--- src/rtl/core/prm_pkg.sv ---
// Shared widths for the permutation ranking block.
`timescale 1ns / 1ps
`default_nettype none
package prm_pkg;

   localparam int PACK_W  = 48;   // packed element vector on the request port
   localparam int COUNT_W = 4;    // element count field
   localparam int ORD_W   = 29;   // ordinal field, holds 12!-1

endpackage
`default_nettype wire

--- src/rtl/core/prm_lane.sv ---
// One comparison lane: flags its element as the first maximum over 0..limit.
`timescale 1ns / 1ps
`default_nettype none
module prm_lane import prm_pkg::*; #(
   parameter int LANE_IDX   = 0,
   parameter int MAX_ELEMS  = 12,
   parameter int ELEM_WIDTH = 4,
   parameter int LIM_W      = $clog2(MAX_ELEMS)
) (
   input  wire logic [MAX_ELEMS*ELEM_WIDTH-1:0] elems,
   input  wire logic [LIM_W-1:0]                limit,
   output logic                                 hit
);

   logic [ELEM_WIDTH-1:0] own;
   logic [MAX_ELEMS-1:0]  wins;

   assign own = elems[LANE_IDX*ELEM_WIDTH +: ELEM_WIDTH];

   // lower positions must be smaller, higher ones inside the window must not exceed us
   always_comb begin
      for (int j = 0; j < MAX_ELEMS; j++) begin
         if (j < LANE_IDX) begin
            wins[j] = own > elems[j*ELEM_WIDTH +: ELEM_WIDTH];
         end else if (j == LANE_IDX) begin
            wins[j] = 1'b1;
         end else begin
            wins[j] = (LIM_W'(j) > limit) || (own >= elems[j*ELEM_WIDTH +: ELEM_WIDTH]);
         end
      end
   end

   assign hit = (LIM_W'(LANE_IDX) <= limit) && (&wins);

endmodule
`default_nettype wire

--- src/rtl/core/prm_merge.sv ---
// Merge stage: encodes the winning lane, folds it into the ordinal, swaps elements.
`timescale 1ns / 1ps
`default_nettype none
module prm_merge import prm_pkg::*; #(
   parameter int MAX_ELEMS  = 12,
   parameter int ELEM_WIDTH = 4,
   parameter int LIM_W      = $clog2(MAX_ELEMS)
) (
   input  wire logic [MAX_ELEMS*ELEM_WIDTH-1:0] elems,
   input  wire logic [LIM_W-1:0]                limit,
   input  wire logic [MAX_ELEMS-1:0]            hits,
   input  wire logic [ORD_W-1:0]                rank,
   output logic [MAX_ELEMS*ELEM_WIDTH-1:0]      elems_next,
   output logic [ORD_W-1:0]                     rank_next
);

   logic [LIM_W-1:0]      pos;
   logic [ELEM_WIDTH-1:0] at_pos;
   logic [ELEM_WIDTH-1:0] at_lim;
   logic [LIM_W:0]        radix;
   logic [ORD_W-1:0]      scaled;

   // exactly one lane hits, so OR-reduction acts as an encoder and a mux
   always_comb begin
      pos    = '0;
      at_pos = '0;
      at_lim = '0;
      for (int i = 0; i < MAX_ELEMS; i++) begin
         if (hits[i]) begin
            pos    = pos | LIM_W'(i);
            at_pos = at_pos | elems[i*ELEM_WIDTH +: ELEM_WIDTH];
         end
         if (LIM_W'(i) == limit) begin
            at_lim = elems[i*ELEM_WIDTH +: ELEM_WIDTH];
         end
      end
   end

   assign radix     = {1'b0, limit} + 1'b1;
   assign scaled    = rank * ORD_W'(radix);
   assign rank_next = scaled + ORD_W'(pos);

   always_comb begin
      for (int k = 0; k < MAX_ELEMS; k++) begin
         if (LIM_W'(k) == limit) begin
            elems_next[k*ELEM_WIDTH +: ELEM_WIDTH] = at_pos;
         end else if (LIM_W'(k) == pos) begin
            elems_next[k*ELEM_WIDTH +: ELEM_WIDTH] = at_lim;
         end else begin
            elems_next[k*ELEM_WIDTH +: ELEM_WIDTH] = elems[k*ELEM_WIDTH +: ELEM_WIDTH];
         end
      end
   end

endmodule
`default_nettype wire

--- src/rtl/core/permutation_rank.sv ---
// Top level of the permutation ranking block (factorial number system).
//
//   channel   signals                                   handshake
//   request   req_perm_packed, req_elem_count           start && !busy
//   response  rsp_ordinal                               rsp_strobe, one cycle
//
// An item with n elements (count saturated at MAX_ELEMS) takes one step per limit,
// from n-1 down to 1; each step is the lane compare, encode, multiply-add and swap
// that form the loop from the element register back to itself.
// The result strobes in the cycle after the last step; busy drops then, so
// the next transaction may start in that same cycle.
// Synchronous reset clears the busy and strobe flags. The receiver cannot stall.
`timescale 1ns / 1ps
`default_nettype none
module permutation_rank import prm_pkg::*; #(
   parameter int MAX_ELEMS  = 12,
   parameter int ELEM_WIDTH = 4
) (
   input  wire logic               clock,
   input  wire logic               reset,
   input  wire logic               start,
   output logic                    busy,
   input  wire logic [PACK_W-1:0]  req_perm_packed,
   input  wire logic [COUNT_W-1:0] req_elem_count,
   output logic                    rsp_strobe,
   output logic [ORD_W-1:0]        rsp_ordinal
);

   localparam int LIM_W  = $clog2(MAX_ELEMS);
   localparam int VEC_W  = MAX_ELEMS * ELEM_WIDTH;
   localparam int EXT_W  = PACK_W + VEC_W;

   logic                 run_ff, run_in;
   logic                 strobe_ff, strobe_in;
   logic [VEC_W-1:0]     work_ff, work_in;
   logic [LIM_W-1:0]     lim_ff, lim_in;
   logic [ORD_W-1:0]     rank_ff, rank_in;
   logic [ORD_W-1:0]     ord_ff, ord_in;

   logic                 accept;
   logic [COUNT_W-1:0]   count_sat;
   logic [LIM_W-1:0]     lim_start;
   logic [EXT_W-1:0]     packed_ext;
   logic [MAX_ELEMS-1:0] hits;
   logic [VEC_W-1:0]     work_step;
   logic [ORD_W-1:0]     rank_step;

   assign accept     = start && !run_ff;
   assign count_sat  = (req_elem_count > COUNT_W'(MAX_ELEMS)) ? COUNT_W'(MAX_ELEMS)
                                                              : req_elem_count;
   assign lim_start  = (count_sat == '0) ? '0 : LIM_W'(count_sat - 1'b1);
   // elements past the packed input read as zero
   assign packed_ext = {{VEC_W{1'b0}}, req_perm_packed};

   for (genvar g = 0; g < MAX_ELEMS; g++) begin : g_lane
      prm_lane #(
         .LANE_IDX  (g),
         .MAX_ELEMS (MAX_ELEMS),
         .ELEM_WIDTH(ELEM_WIDTH),
         .LIM_W     (LIM_W)
      ) u_lane (
         .elems(work_ff),
         .limit(lim_ff),
         .hit  (hits[g])
      );
   end

   prm_merge #(
      .MAX_ELEMS (MAX_ELEMS),
      .ELEM_WIDTH(ELEM_WIDTH),
      .LIM_W     (LIM_W)
   ) u_merge (
      .elems     (work_ff),
      .limit     (lim_ff),
      .hits      (hits),
      .rank      (rank_ff),
      .elems_next(work_step),
      .rank_next (rank_step)
   );

   always_comb begin
      run_in    = run_ff;
      strobe_in = 1'b0;
      work_in   = work_ff;
      lim_in    = lim_ff;
      rank_in   = rank_ff;
      ord_in    = ord_ff;
      if (run_ff) begin
         work_in = work_step;
         rank_in = rank_step;
         lim_in  = lim_ff - 1'b1;
         if (lim_ff == LIM_W'(1)) begin
            run_in    = 1'b0;
            strobe_in = 1'b1;
            ord_in    = rank_step;
         end
      end else if (accept) begin
         work_in = packed_ext[VEC_W-1:0];
         lim_in  = lim_start;
         rank_in = '0;
         if (lim_start == '0) begin
            // zero or one element: rank is zero, no steps needed
            strobe_in = 1'b1;
            ord_in    = '0;
         end else begin
            run_in = 1'b1;
         end
      end
   end

   always_ff @(posedge clock) begin
      if (reset) begin
         run_ff    <= 1'b0;
         strobe_ff <= 1'b0;
      end else begin
         run_ff    <= run_in;
         strobe_ff <= strobe_in;
      end
   end

   always_ff @(posedge clock) begin
      work_ff <= work_in;
      lim_ff  <= lim_in;
      rank_ff <= rank_in;
      ord_ff  <= ord_in;
   end

   assign busy        = run_ff;
   assign rsp_strobe  = strobe_ff;
   assign rsp_ordinal = ord_ff;

endmodule
`default_nettype wire

--- config.mk ---
export PLATFORM = sky130hd
export DESIGN_NAME = permutation_rank
export DESIGN_NICKNAME = d
export VERILOG_FILES = /design/src/rtl/core/prm_pkg.sv /design/src/rtl/core/prm_lane.sv /design/src/rtl/core/prm_merge.sv /design/src/rtl/core/permutation_rank.sv
export SDC_FILE = /design/constraint.sdc
export NUM_CORES = 1
export LEC_CHECK = 0
export ABC_AREA = 1
export BUFFER_PORTS_ARGS = -buffer_cell sky130_fd_sc_hd__buf_2
export CORE_MARGIN = 4
export CORE_UTILIZATION = 65
export CTS_BUF_LIST = sky130_fd_sc_hd__clkbuf_16
export CTS_CLUSTER_DIAMETER = 150
export DETAILED_ROUTE_END_ITERATION = 7
export PLACE_DENSITY = 0.84
export SYNTH_ARGS = -nofsm -noshare
export SYNTH_HDL_FRONTEND = slang
export SYNTH_SLANG_ARGS = --single-unit
--- constraint.sdc ---
create_clock -name clock -period 8.75 [get_ports clock]
set_input_delay 0.875 -clock clock [delete_from_list [all_inputs] [get_ports clock]]
set_output_delay 0.875 -clock clock [all_outputs]
set_load 0.03 [all_outputs]
==> flow_summary.ini, run 1 <==
[run_status]
outcome = finished with violations
violations = DRC

[clock_network]
cts_hold_buffers = 0
cts_tree = built
cts_resized = 0
numCtsBuffers = 9
h-tree-depth = 3
cts-root-buf = clkbuf_16
clockBufferDepth = 2
clk_latency_ns = 0.38
cts.clk_slew.worst_paths_ns = 0.09
cts_sinks = 112
post_cts_buffers = 0

[setup_path]
crit_type = reg2reg
path_buf_inv = 6
cp-end-kind = flop
crit_arrival_ns = 6.51
required_ns = 8.87
cp-start-kind = flop
critPathTopFamily = adder cells
max_stage_delay_ns = 1.03
path_cells = ha_1, a21oi_1, a21boi_0, nand3_1, nor2_1, nand2_1, nand2_1, inv_1, nand3_1, inv_1, fa_1, inv_1, ha_1, inv_1, fa_1, inv_1, fa_1, a21oi_1, inv_1, a21oi_1, o21bai_1, a21o_1, o21ai_0, a21oi_1
crit_top_cell = inv_1
worst_path_max_delay_cell = edfxtp_1
critical_path.max_fanout = 13

[sta]
finalSetupViolCount = 0
slew_headroom_pct = 21.6
tns_ns = 0
period_needed_ns = 6.39
worst_pin_slew_ns = 1.17
slew_violations = 0
period_share_pct = 73.0
grt_setup_unrepaired = false
setup_slack_ns = 2.36
hold_violations = 0
fmax_ghz = 0.156
fin_skew_ns = 0.0186

[floorplanning]
die_x_um = 174
core_area_um2 = 27000
initial_core_util_pct = 66.3
design.portCount = 86
die-area_um2 = 30300
rows = 60
die_y_um = 174

[synthesis]
async_flop_share_pct = 0
synth_edf_count = 110
syn_nets = 2971
ys_warn_count = 0
synth_top_area_share_pct = 22.8
postSynthAreaPerCell_um2 = 7.13
ys_types = 47
synth_ff_type = edfxtp_1
ys_ff_latch = 112
synth_area_um2 = 17900
synth_top_cell_by_area = ha_1
synth.area.top_cells = ha_1 23%, edfxtp_1 18%, nand2_1 14%
netlist_instances = 2513
synth_seq_area_share_pct = 18.6

[global_routing]
grt_overflow = 0
grt_max_degree = 81
grt_antenna_before_repair = 0
grt_pass1_wl_mm = 95.7
grt.total_usage_pct = 40.3
grt_pass1_vias = 18300

[place]
placement.io_buffers = 85
dp_hpwl_mm = 46.3
pre_cts_slack_ns = 2.62
gp_congestion = 1.03

[detailed_routing]
avgRoutedWirePerCell_um = 21.4
drt-initial-drc-count = 2034
vias = 18400
antenna_left = 0
drc = 16
drt_first_pass_iters = 8
routed_wirelength_mm = 62.3
vias_per_cell = 6.33

[cells_and_area]
antennaDiodeCount = 0
syn2layout_area_growth_pct = 5.52
utilization_pct = 70.0
drive_above_1_share_pct = 6.73
final_nets = 3025

[power]
p_leak_nw = 10.6
ir_worst_vdd_uv = 221
power_density_nw_per_um2 = 261

[hold_path]
hold_path_class = in2reg

[run]
drv_cap = 0
[path summary, 6_finish.rpt]
check                             from                        end  slack (ns)  depth (start not counted)
setup / recovery  work_ff[3]$_DFFE_PP_  rsp_ordinal[24]$_DFFE_PP_        2.36                         24
hold reg to reg    lim_ff[0]$_DFFE_PP_        lim_ff[0]$_DFFE_PP_        0.94                          2
hold / removal                   reset            busy$_SDFF_PP0_        0.66                          2
setup reg to reg  work_ff[3]$_DFFE_PP_  rsp_ordinal[24]$_DFFE_PP_        2.36                         24
[sequential cells by signal (all words and copies together) (netlist names)]
| name | flops |
|---|---|
| rsp_ordinal | 29 |
| lim_ff | 4 |
| busy | 1 |
| rsp_strobe | 1 |
| rank_ff | 29 |
| work_ff | 48 |
[where the power goes]
part	switching (mW)	internal (mW)	total [mW]
sequential	0.219	0.766	0.985
clock	0.238	0.230	0.468
combinational	2.31	1.17	3.48
total	2.77	2.16	4.93
[cells by family (layout without fill, tap and decap cells)]
| kind of cell | count (synthesis) | in the layout | synth area share, % |
|---|---|---|---|
| and+or+nand+nor | 1247 | 1247 | 30.5 |
| buffers and inverters | 466 | 525 | 10.4 |
| adders and majority gates | 403 | 403 | 31.4 |
| AOI/OAI and AO/OA | 273 | 273 | 8.59 |
| DFF | 112 | 112 | 18.6 |
| xor gates and xnor gates | 12 | 12 | 0.586 |
[per-layer routing]
| metal | global-route usage (%) | part of all wire [%] | up-vias |
|---|---|---|---|
| li1 | - | - | 8416 |
| met1 | 46.1 | 35 | 8364 |
| met2 | 66.1 | 45 | 1248 |
| met3 | 7.98 | 11 | 418 |
| met4 | 31.6 | 9.3 | 0 |
| met5 | 0 | 0 | - |
[layout by cell type, fill, tap and decap left out, types with 4 or more instances in the layout]
| cell | count |
|---|---|
| a31oi_1 | 15 |
| inv_8 | 4 |
| nand2_1 | 688 |
| nand2_2 | 8 |
| nand3_1 | 255 |
| clkbuf_16 | 9 |
| ha_1 | 326 |
| o21ai_1 | 4 |
| fa_1 | 77 |
| a21o_1 | 6 |
| nand3b_1 | 6 |
| xor2_1 | 10 |
| o21bai_1 | 33 |
| nand4_1 | 77 |
| inv_1 | 395 |
| nor3_1 | 10 |
| buf_4 | 14 |
| a21oi_1 | 140 |
| nor2_4 | 9 |
| inv_2 | 11 |
| o21ai_0 | 57 |
| nor2_2 | 13 |
| buf_2 | 85 |
| edfxtp_1 | 110 |
| a21boi_0 | 9 |
| nor2_1 | 168 |
[cell type report]
type	instances	area, µm²
fillers	2314	8110
repair buffers	99	531
clock inverters	7	90.1
multi-input cells	1935	12700
flip-flops and latches	112	3340
well taps	341	427
clock buffers	9	225
inverters	410	1560
[cell usage after synthesis (3+ instances only)]
cell type and n:
nand4_1 77, inv_1 396, nor2_4 9, ha_1 326
a21oi_1 140, xor2_1 10, nor3_1 10, o21bai_1 33
o21ai_1 4, buf_6 6, nor2_2 13, nand2_1 688
inv_2 10, o21ai_0 57, a21boi_0 9, buf_4 6
nand3_1 255, edfxtp_1 110, a21o_1 6, a31oi_1 15
fa_1 77, buf_2 15, nand3b_1 6, buf_1 3
nor2_1 168, nand2_2 8, clkbuf_1 26
[through the flow]
step	hold WS, ns	power, mW	instance area [µm²]	cells
global route	0.681	5.37	18900	2913
floorplan	0.710	3.38	17900	2513
detailed placement	0.919	4.35	18600	2897
CTS	0.652	4.83	18900	2913
global placement	0.911	4.20	18600	2897
finish	0.656	4.93	18900	2913
(Power assumes the default switching activity.)
==> inputs of run 2 (changes only) <==
- CORE_UTILIZATION: 65 -> 58
- PLACE_DENSITY: 0.84 -> 0.79
- clock period: 8.75 -> 5.5 ns (I/O delays scaled with it)
==> run 2 against run 1 <==
- the run now ends clean
- critical endpoint is now rank_ff[22]$_DFFE_PP_
- largest cell class unchanged
- die area increased by 11%
- core utilization shrank 2.6 points
- count of clock-buffer cells in the layout is the same
- routed wire length up 8.6%
- fmax rose by 21%
==> flow_summary.ini, run 2 (synthesis results as in run 1) <==
[run_status]
outcome = completed

[setup_path]
crit_top_cell = ha_1
path_buf_inv = 3
worstRegToRegCells = 23
ff2ff_setup_slack_ns = 0.20
cp-end-kind = flop
r2r-start = work_ff[3]$_DFFE_PP_
cp.depth = 23
critPathTopFamily = adder cells
path_cells = buf_4, ha_1, a21oi_1, nand2_1, nor2_1, nand3_1, nor2_2, nand2_1, nand4_1, fa_1, ha_1, ha_1, ha_1, fa_2, nand3_1, nand3_2, a21oi_2, inv_1, a21oi_1, buf_4, o21bai_2, o21ai_1, a21oi_2
max_stage_delay_ns = 0.54
crit_arrival_ns = 5.42
required_ns = 5.62
crit_type = reg2reg
worst_path_max_delay_cell = edfxtp_1
cp-start-kind = flop
rr_endpoint = rank_ff[22]$_DFFE_PP_
critical_path.max_fanout = 9

[power]
power_mw = 8.27
power_density_nw_per_um2 = 403
ir_worst_vdd_uv = 378
p_leak_nw = 11.6

[detailed_routing]
drt_first_pass_iters = 8
antenna_left = 0
drt-initial-drc-count = 2056
vias = 18700
drc = 0
routed_wirelength_mm = 67.7
vias_per_cell = 5.94
avgRoutedWirePerCell_um = 21.5

[clock_network]
cts_sinks = 112
clk_latency_ns = 0.38
cts.clk_slew.worst_paths_ns = 0.08
h-tree-depth = 3
clockBufferDepth = 2
cts_tree = built
numCtsBuffers = 9
cts-root-buf = clkbuf_16
cts_hold_buffers = 0

[global_routing]
grt_max_degree = 56
grt_antenna_before_repair = 3
grt_pass1_wl_mm = 103
grt_pass1_vias = 18400
grt.total_usage_pct = 39.7
grt_overflow = 0

[hold_path]
min-delay-start = reset
min_to = busy$_SDFF_PP0_
hold_path_class = in2reg
hold_depth = 2

[cells_and_area]
final_cells = 3151
largest_reg_flops = 48
drive_above_1_share_pct = 13.8
final_nets = 3207
regMostFlops = work_ff
syn2layout_area_growth_pct = 14.7
layout_commonest_cell = nand2_1
mostFrequentLayoutCells = 685 x nand2_1, 393 x inv_1, 326 x ha_1

[place]
gp_congestion = 1.05
placed_cells = 3126
dp_hpwl_mm = 54.4
placement.io_buffers = 85

[sta]
hold_ws_ns = 0.338
worst_pin_slew_ns = 1.15
fmax_ghz = 0.189
slew_headroom_pct = 22.7
finalSetupViolCount = 0
slew_violations = 0
period_share_pct = 96.3
fin_skew_ns = 0.0200
period_needed_ns = 5.30
hold_violations = 0

[floorplanning]
rows = 64
initial_core_util_pct = 58.8
die_y_um = 184
die_x_um = 184
die-area_um2 = 33800
design.portCount = 86
core_area_um2 = 30500

[run]
drv_cap = 0
run 2: cell count changes in the layout (fill, tap and decap cells not counted), moves of 5 or more:
cell      delta
buf_4      +170
a21oi_1      -8
o21ai_0      -6
o21ai_1      +6
a21oi_2      +7
buf_12      +11
a21boi_0     -5
run 2: worst max-delay path by stage:
stage	from	endpoint
final	work_ff[3]$_DFFE_PP_	rank_ff[22]$_DFFE_PP_
after global routing	work_ff[45]$_DFFE_PP_	rank_ff[24]$_DFFE_PP_
after CTS	work_ff[44]$_DFFE_PP_	rank_ff[22]$_DFFE_PP_
after detailed placement	work_ff[45]$_DFFE_PP_	rank_ff[24]$_DFFE_PP_
after global placement	work_ff[45]$_DFFE_PP_	rsp_ordinal[28]$_DFFE_PP_
after floorplan	work_ff[11]$_DFFE_PP_	rank_ff[24]$_DFFE_PP_
run 2: metal layers:
metal / share of wire, % / global-route usage (%) / vias up / wire length, µm
met1: 37 / 48.3 / 8635 / 25200
met5: 0.056 / 0 / - / 38
met4: 8.0 / 25.6 / 6 / 5390
met2: 46 / 66.3 / 1046 / 31400
li1: - / - / 8767 / -
met3: 8.3 / 5.09 / 273 / 5640
run 2: layout make-up:
cell class | instances | area [µm²]
multi-input combinational | 1935 | 12800
fill | 2697 | 9950
sequential | 112 | 3340
timing repair buffer | 281 | 2040
inverter | 410 | 1560
tap | 396 | 495
clock buffer | 9 | 225
clock inverter | 7 | 43.8
antenna | 1 | 2.50
run 2: what timing repair did:
| action | CTS | global route |
|---|---|---|
| buffers inserted | 2 | 6 |
| resized for setup | 2 | 38 |
| endpoints found under the setup margin | 12 | 40 |
| pin swaps | 0 | 5 |
run 2: stage by stage:
stage	instance area, µm²	TNS, ns	utilization, %	setup WS (ns)
detailed placement	20100	-0.306	65.9	-0.0459
finish	20600	0	67.4	0.205
global placement	20100	0	65.9	0.00810
floorplan	17900	0	-	0.537
CTS	20400	0	66.9	0.0139
global route	20600	-0.131	67.4	-0.0221
run 2: worst register-to-register path, cell delays in order (launching register included):
cell and delay [ns]:
edfxtp_1 0.54, buf_4 0.29, ha_1 0.34, a21oi_1 0.26, nand2_1 0.09, nor2_1 0.09, nand3_1 0.09, nor2_2 0.20
nand2_1 0.16, nand4_1 0.27, fa_1 0.47, ha_1 0.31, ha_1 0.28, ha_1 0.24, fa_2 0.42, nand3_1 0.11
nand3_2 0.10, a21oi_2 0.13, inv_1 0.06, a21oi_1 0.14, buf_4 0.16, o21bai_2 0.07, o21ai_1 0.16, a21oi_2 0.06
run 2: power by group:
part | switching [mW] | internal, mW | total (mW) | leakage (nW)
logic | 3.97 | 2.22 | 6.18 | 10.3
registers | 0.215 | 1.22 | 1.43 | 1.12
clock network | 0.349 | 0.309 | 0.658 | 0.135
total | 4.53 | 3.74 | 8.27 | 11.6
